[config.mk]
export PLATFORM = sky130hd
export DESIGN_NAME = jess_log2
export DESIGN_NICKNAME = d
export VERILOG_FILES = /design/src/rtl/core/jess_pkg.sv /design/src/rtl/core/jess_log2.sv
export SDC_FILE = /design/constraint.sdc
export NUM_CORES = 1
export LEC_CHECK = 0
export BUFFER_PORTS_ARGS = -buffer_cell sky130_fd_sc_hd__buf_2
export CAP_MARGIN = 20
export CORE_MARGIN = 3
export CORE_UTILIZATION = 53
export CTS_CLUSTER_DIAMETER = 60
export DETAILED_ROUTE_END_ITERATION = 10
export HOLD_SLACK_MARGIN = 0.1
export PLACE_DENSITY = 0.79
export SKIP_CTS_REPAIR_TIMING = 1
export SYNTH_ARGS = -nofsm -noshare
export SYNTH_HDL_FRONTEND = slang
export SYNTH_SLANG_ARGS = --single-unit
[constraint.sdc]
create_clock -name i_clk -period 9.3 [get_ports i_clk]
set_clock_uncertainty 0.15 [all_clocks]
set_input_delay 1.86 -clock i_clk [delete_from_list [all_inputs] [get_ports i_clk]]
set_output_delay 1.86 -clock i_clk [all_outputs]
set_load 0.03 [all_outputs]
[src/rtl/core/jess_pkg.sv]
// shared types, constants and constant tables for the julia escape shader
package jess_pkg;

    // image and fixed-point geometry
    localparam int WIDTH_LOG2_DEF  = 10;
    localparam int HEIGHT_LOG2_DEF = 10;
    localparam int FRAC            = 26;
    localparam int COORD_W         = 10;

    // configuration register indexes
    localparam logic [1:0] CFG_C_REAL = 2'd0;
    localparam logic [1:0] CFG_C_IMAG = 2'd1;
    localparam logic [1:0] CFG_LIMIT  = 2'd2;

    // register reset values
    localparam logic signed [31:0] C_REAL_RST = -32'sd187904819;
    localparam logic signed [31:0] C_IMAG_RST = 32'sd72517838;
    localparam logic [15:0]        LIMIT_RST  = 16'd1000;

    // escape radius squared in q52, phase step in q32 turns per unit of s
    localparam logic [63:0]        FOUR_Q52 = 64'h0040_0000_0000_0000;
    localparam logic signed [34:0] PHASE_K  = 35'sd68356528;

    // fraction bits handed to the log unit
    localparam logic [5:0] LOG_FB_MAG = 6'd52;
    localparam logic [5:0] LOG_FB_L1  = 6'd17;

    localparam logic [63:0] PI_Q30  = 64'd3373259426;
    localparam logic [63:0] ONE_Q30 = 64'h4000_0000;

    // log unit request and status
    typedef struct packed {
        logic        start;
        logic [63:0] value;
        logic [5:0]  fbits;
    } t_log_req;

    typedef struct packed {
        logic               busy;
        logic               done;
        logic signed [23:0] result;
    } t_log_stat;

    typedef logic [15:0] t_log_tab [0:255];
    typedef logic [31:0] t_sin_tab [0:256];

    // log2(1 + i/256) in q16 by repeated squaring
    function automatic logic [15:0] frac_log(input int unsigned i);
        logic [63:0] y;
        logic [15:0] r;
        y = 64'(256 + i) << 22;
        r = '0;
        for (int k = 0; k < 16; k++) begin
            y = (y * y) >> 30;
            r = {r[14:0], 1'b0};
            if (y >= 64'h8000_0000) begin
                r[0] = 1'b1;
                y    = y >> 1;
            end
        end
        return r;
    endfunction

    function automatic t_log_tab make_log_tab();
        t_log_tab tab;
        for (int i = 0; i < 256; i++) begin
            tab[i] = frac_log(i);
        end
        return tab;
    endfunction

    // sin(j*pi/512) in q30, taylor series to x^11
    function automatic logic [31:0] quarter_sin(input int unsigned j);
        logic [63:0] x;
        logic [63:0] x2;
        logic [63:0] t;
        x  = (64'(j) * PI_Q30) >> 9;
        x2 = (x * x) >> 30;
        t  = ONE_Q30;
        t  = ONE_Q30 - ((x2 * t) >> 30) / 110;
        t  = ONE_Q30 - ((x2 * t) >> 30) / 72;
        t  = ONE_Q30 - ((x2 * t) >> 30) / 42;
        t  = ONE_Q30 - ((x2 * t) >> 30) / 20;
        t  = ONE_Q30 - ((x2 * t) >> 30) / 6;
        return 32'((x * t) >> 30);
    endfunction

    function automatic t_sin_tab make_sin_tab();
        t_sin_tab tab;
        for (int j = 0; j < 257; j++) begin
            tab[j] = quarter_sin(j);
        end
        return tab;
    endfunction

endpackage

[src/rtl/core/jess_log2.sv]
// bit-serial log2 unit: leading-one search plus fraction table, q16 result
module jess_log2 (
    input  logic                i_clk,
    input  logic                i_rst_n,
    input  jess_pkg::t_log_req  i_req,
    output jess_pkg::t_log_stat o_stat
);
    import jess_pkg::*;

    localparam t_log_tab LOG_TAB = make_log_tab();

    typedef enum logic {
        ST_IDLE,
        ST_NORM
    } t_state;

    t_state             r_state;
    logic [63:0]        r_v;
    logic [5:0]         r_p;
    logic [5:0]         r_fb;
    logic               r_done;
    logic signed [23:0] r_result;
    logic signed [7:0]  n_pexp;

    // integer part of the log
    assign n_pexp = $signed({2'b00, r_p}) - $signed({2'b00, r_fb});

    // sequencer: shift one bit a cycle until the leading one reaches the top
    always_ff @(posedge i_clk) begin
        if (!i_rst_n) begin
            r_state <= ST_IDLE;
            r_done  <= 1'b0;
        end else begin
            unique case (r_state)
                ST_IDLE: begin
                    r_done <= i_req.start && (i_req.value == '0);
                    if (i_req.start) begin
                        r_v  <= i_req.value;
                        r_p  <= 6'd63;
                        r_fb <= i_req.fbits;
                        if (i_req.value == '0) begin
                            r_result <= '0;
                        end else begin
                            r_state <= ST_NORM;
                        end
                    end
                end
                ST_NORM: begin
                    r_done <= r_v[63];
                    if (r_v[63]) begin
                        r_result <= {n_pexp, LOG_TAB[r_v[62:55]]};
                        r_state  <= ST_IDLE;
                    end else begin
                        r_v <= {r_v[62:0], 1'b0};
                        r_p <= r_p - 6'd1;
                    end
                end
                default: begin
                    r_done  <= 1'b0;
                    r_state <= ST_IDLE;
                end
            endcase
        end
    end

    assign o_stat.busy   = (r_state == ST_NORM);
    assign o_stat.done   = r_done;
    assign o_stat.result = r_result;

endmodule

-- After elaboration in Yosys (flattened, before gate mapping)
Memories as Yosys holds them, arrays and structs flattened.
Index checks and enable logic that the tools add are counted.
- bits in registers: 102
- memory bits (read-only): 4096
- input port bits: 73
- memories: 1
- $add $sub $neg: 2
- magnitude comparators: 1
- equal/unequal tests: 4
- muxes and demuxes: 17
- bitwise operators: 2
- reductions and logical operators: 6
- memories (name ; words ; width ; read ports ; clocked after memory_dff ; write ports ; line ; source):
    (name not given) ; 256 ; 16 ; 1 ; 0 ; 0 ; jess_log2.sv:51 ; r_result <= {n_pexp, LOG_TAB[r_v[62:55]]};
- operators with widths (kind ; number):
    64-bit 2-to-1 mux ; 2
    64-bit one-hot mux with 2 select lines ; 1
    24-bit 2-to-1 mux ; 3
    64-bit zero test ; 1
    24-bit one-hot mux with 2 select lines ; 1
    16-bit 2-to-1 mux ; 2
    6-bit 2-to-1 mux ; 2
    6-bit one-hot mux with 2 select lines ; 1
    9-bit greater-or-equal comparator, second input constant ; 1
    8-bit NOT with 9-bit output ; 1
    6-bit by 6-bit subtractor with 7-bit output ; 1
    2-bit != test, second input constant ; 3
    3-bit AND reduction ; 2
    6-bit by 1-bit subtractor with 6-bit output, second input constant ; 1
    1-bit one-hot mux with 2 select lines ; 2
    4-bit AND reduction ; 1
    1-bit 2-to-1 mux ; 3
    2-bit by 1-bit != test with 1-bit output, second input constant ; 1
    2-bit AND reduction ; 1
    1-bit logical AND ; 1
    1-bit NOT ; 1

-- Longest topological paths before layout
- word-level depth: 6
- depth in mapped cells: 12
- gate-level depth less buffers: 8

-- Least setup slack after synthesis
No wires, ideal clock.
- kind: input -> register
- start point: input port i_rst_n
- end point: register r_p[0], enable pin
- arrival: 5.381 ns
- path slack: 3.250 ns
- stages: 2
- path buffers: 0
- cell sequence: o21ai_0 -> a21oi_1
- cells in the longest elaborated chain, start to end: 1
- ends and longest elaborated chain (what ; line ; source):
    from (decl) ; jess_log2.sv:4 ; input logic i_rst_n,
    3-bit AND reduction (no line) ; n/a ;
    to (signal assigned) ; jess_log2.sv:55 ; r_p <= r_p - 6'd1;
    to (decl) ; jess_log2.sv:19 ; logic [5:0] r_p;
No other way between the ends.
A chain may end at the register's enable or synchronous reset.

-- Worst setup path after layout
- start point: register r_v[55]
- end point: register r_result[1] (data pin)
- cells in the longest elaborated chain, start to end: 6
- ends and longest elaborated chain (what ; line ; source):
    from (decl) ; jess_log2.sv:18 ; logic [63:0] r_v;
    from (signal assigned) ; jess_log2.sv:38 ; r_v <= i_req.value;
    from (signal assigned) ; jess_log2.sv:54 ; r_v <= {r_v[62:0], 1'b0};
    8-bit NOT with 9-bit output (not written as such) ; jess_log2.sv:51 ;
    memory 256 x 16 bit ; n/a ;
    16-bit 2-to-1 mux (not written as such) (2 in series) ; jess_log2.sv:51 ;
    24-bit 2-to-1 mux ; jess_log2.sv:50 ; if (r_v[63]) begin
    24-bit one-hot mux with 2 select lines ; jess_log2.sv:34 ; unique case (r_state)
    to (signal assigned) ; jess_log2.sv:51 ;
    to (decl) ; jess_log2.sv:22 ; logic signed [23:0] r_result;
No other way between the ends. The select of a mux whose other input is x is not followed.

==> impl_metrics.csv <==
group,metric,value,unit
pwr,finalPower,1.38,mW
worst_hold_path,hold_path_class,"register to register",
clock_tree,clockBufferDepth,2,
final_layout,area_growth,6.25,%
final_layout,fillerInstances,1485,
sta,rsz0062_at_grt,"no",
logic_synthesis,synth_flop_cell,"edfxtp_1",
clock_tree,cts_sinks,101,
clock_tree,htree_levels,3,
floorplan,rows,47,
sta,fin_crit,4000,ps
grt,grt.overflow.total,0,
job,cap_violations,0,
setup_path,critical_path_class,"register to register",
setup_path,crit_required,9220,ps
logic_synthesis,synth_cells,1055,
pwr,switching_share,37.4,%
worst_hold_path,min_from,"r_v[22]",
sta,setup_viol_count_final,0,
clock_tree,cts_tree,"built",
routing,viasPerCell,7.46,
placement,io_buffer_count,98,
logic_synthesis,synth_top_area_share,32.9,%
clock_tree,clkTransAtPathRegs,80,ps
sta,max-slew-margin-rel,11.4,%
sta,worst_slew_pin_slew,1310,ps
setup_path,setup.worst_path.start_class,"register",
clock_tree,clkLatencyLatePin,350,ps
setup_path,arrival,3930,ps
routing,vias,9623,
logic_synthesis,ys_seq_area_share,33.3,%
grt,grt_pass1_wl,52300,um
logic_synthesis,yosys.cell_count.top_type,"edfxtp_1",
pwr,leakagePower,3.42,nW
final_layout,layout.nets,1168,
sta,finalCritPeriodShare,43.0,%
grt,grt_max_degree,168,
logic_synthesis,synth_common_cells,"edfxtp_1, a21oi_1, nand2_1",
sta,fmax,250,MHz
final_layout,final_util,57.7,%
setup_path,ff2ff_path_depth,8,
sta,fin_tns_setup,0,ps
logic_synthesis,netlist_top_cells_area,"edfxtp_1, a22o_1, a21oi_1",
floorplan,die_w,137,um
pwr,power.internal,0.867,mW
pwr,p_comb_share,32.8,%
routing,wire_per_inst,27.3,um
routing,drcViolationCount,0,
logic_synthesis,ys_seq_elements,101,
routing,wirelength,35300,um
logic_synthesis,synth-edff-count,99,
grt,grt_antenna_before_repair,0,
setup_path,path_max_fanout,26,
logic_synthesis,synth-async-reset-ratio,0,%
routing,ant_nets,0,
placement,gp_congestion,1.09,
pwr,p_sw,0.517,mW
final_layout,diodes,0,
setup_path,regToRegSetupSlack,5300,ps
grt,grt_pass1_vias,8576,
pwr,ir_drop,0.000120,V
status,outcome,"completed",
floorplan,die_h,137,um
grt,track_usage,37.0,%
logic_synthesis,syn-cell-area,9040,um2
worst_hold_path,whs_endpoint,"r_v[23]",
sta,hold_viol,0,
logic_synthesis,ys_warn_count,0,
logic_synthesis,yosysTopAreaCell,"edfxtp_1",
clock_tree,clockRootBuffer,"clkbuf_16",
routing,drt_iter0_drc,2158,
setup_path,end_kind,"register",
floorplan,dieArea,18700,um2
logic_synthesis,synth_fp_nets,1158,
setup_path,rr_endpoint,"r_result[1]",
clock_tree,cts-buffers-inserted,9,
sta,finalMaxSlewViolations,0,
final_layout,drive_gt1_share,16.4,%
pwr,clock_power_share,27.6,%
routing,drt_pass1_iterations,7,
logic_synthesis,synth_area_per_cell,8.57,um2
worst_hold_path,min_path_cells,1,
floorplan,pin_count,99,
placement,place_hpwl,22900,um
floorplan,start_util,54.3,%
logic_synthesis,netlist-cell-type-count,90,
pwr,power.density,144,nW/um2
setup_path,reg2reg_from,"r_v[55]",
pwr,power.share.sequential,39.6,%
floorplan,core,16600,um2
## metrics by stage
stage               hold slack (ps)  std cells  instance area (um2)  setup slack (ps)
finish                          394       1290                 9610              5300
global route                    411       1290                 9610              5400
CTS                             396       1288                 9580              5030
detailed placement              372       1272                 9270              4660
global placement                357       1272                 9270              4780
floorplan                       346       1055                 9040              3250
## how the worst max path moves through the flow
stage / end / slack [ps] / from
finish: r_result[1] / 5300 / r_v[55]
global route: r_result[1] / 5400 / r_v[55]
CTS: r_result[15] / 5030 / i_req[40]
detailed placement: r_result[1] / 4660 / i_req[40]
global placement: r_result[1] / 4780 / i_req[40]
floorplan: r_p[0] / 3250 / i_rst_n
## state kept, by name, summed over array words and instances (netlist names)
register	flops
r_done	1
r_fb	6
r_p	6
r_result	23
r_state	1
r_v	64
## worst max-delay path, cell delays in order (launching register included)
cell,delay (ps)
edfxtp_1,370
buf_4,280
inv_1,270
ha_1,760
nand2b_1,520
a21o_1,350
a22oi_1,260
a2111oi_0,140
o41ai_1,600
## cells by family (layout without fill, tap and decap cells)
family	count (synthesis)	in the layout	share of synthesized area [%]
buffers and inverters	144	159	8.99
muxes	4	4	0.443
adders and majority gates	34	34	4.69
xor gates and xnor gates	7	7	0.678
and+or+nand+nor	331	331	18.5
DFF	101	101	33.3
AOI/OAI and AO/OA	434	434	33.4
## layout by cell type, fill, tap and decap left out, types with 7 or more instances in the layout
master and n:
inv_1 20, nor2_1 67, nor2b_1 21, a21o_1 7
o2111ai_1 8, nand2_1 92, buf_4 16, o21ai_1 19
a21oi_1 93, buf_2 98, o22ai_1 8, clkbuf_16 9
a211oi_1 18, o311ai_1 7, nand3_1 23, nor4_1 18
edfxtp_1 99, nand4_1 7, o211ai_1 31, nand2b_1 29
nor3_1 24, a22o_1 54, a31oi_1 26, a311oi_1 9
o21ai_0 59, o31ai_1 19, ha_1 29, o311ai_0 13
## layout make-up
type	instances	area [um2]	area share, %
clock buffers	9	225	2.34
clock inverters	7	77.6	0.807
inverters	25	93.8	0.976
multi-input cells	810	5240	54.5
flip-flops and latches	101	3010	31.4
well taps	220	275	2.86
repair buffers	118	686	7.13
## power groups by stage
stage                     Clock (mW)  Combinational [mW]  Sequential (mW)
after detailed placement           0               0.427            0.557
final                          0.382               0.455            0.548
after floorplan                    0               0.304            0.560
after global placement             0               0.427            0.557
after CTS                      0.383               0.428            0.548
after global routing           0.400               0.475            0.550
## per-layer routing
layer / vias up / part of all wire (%) / GRT usage [%]
met1: 4449 / 38 / 52.0
met4: 0 / 6.3 / 19.0
li1: 4091 / - / -
met5: - / 0 / 0
met2: 906 / 41 / 51.2
met3: 177 / 14 / 10.9
Power figures use the tool's default switching activity.
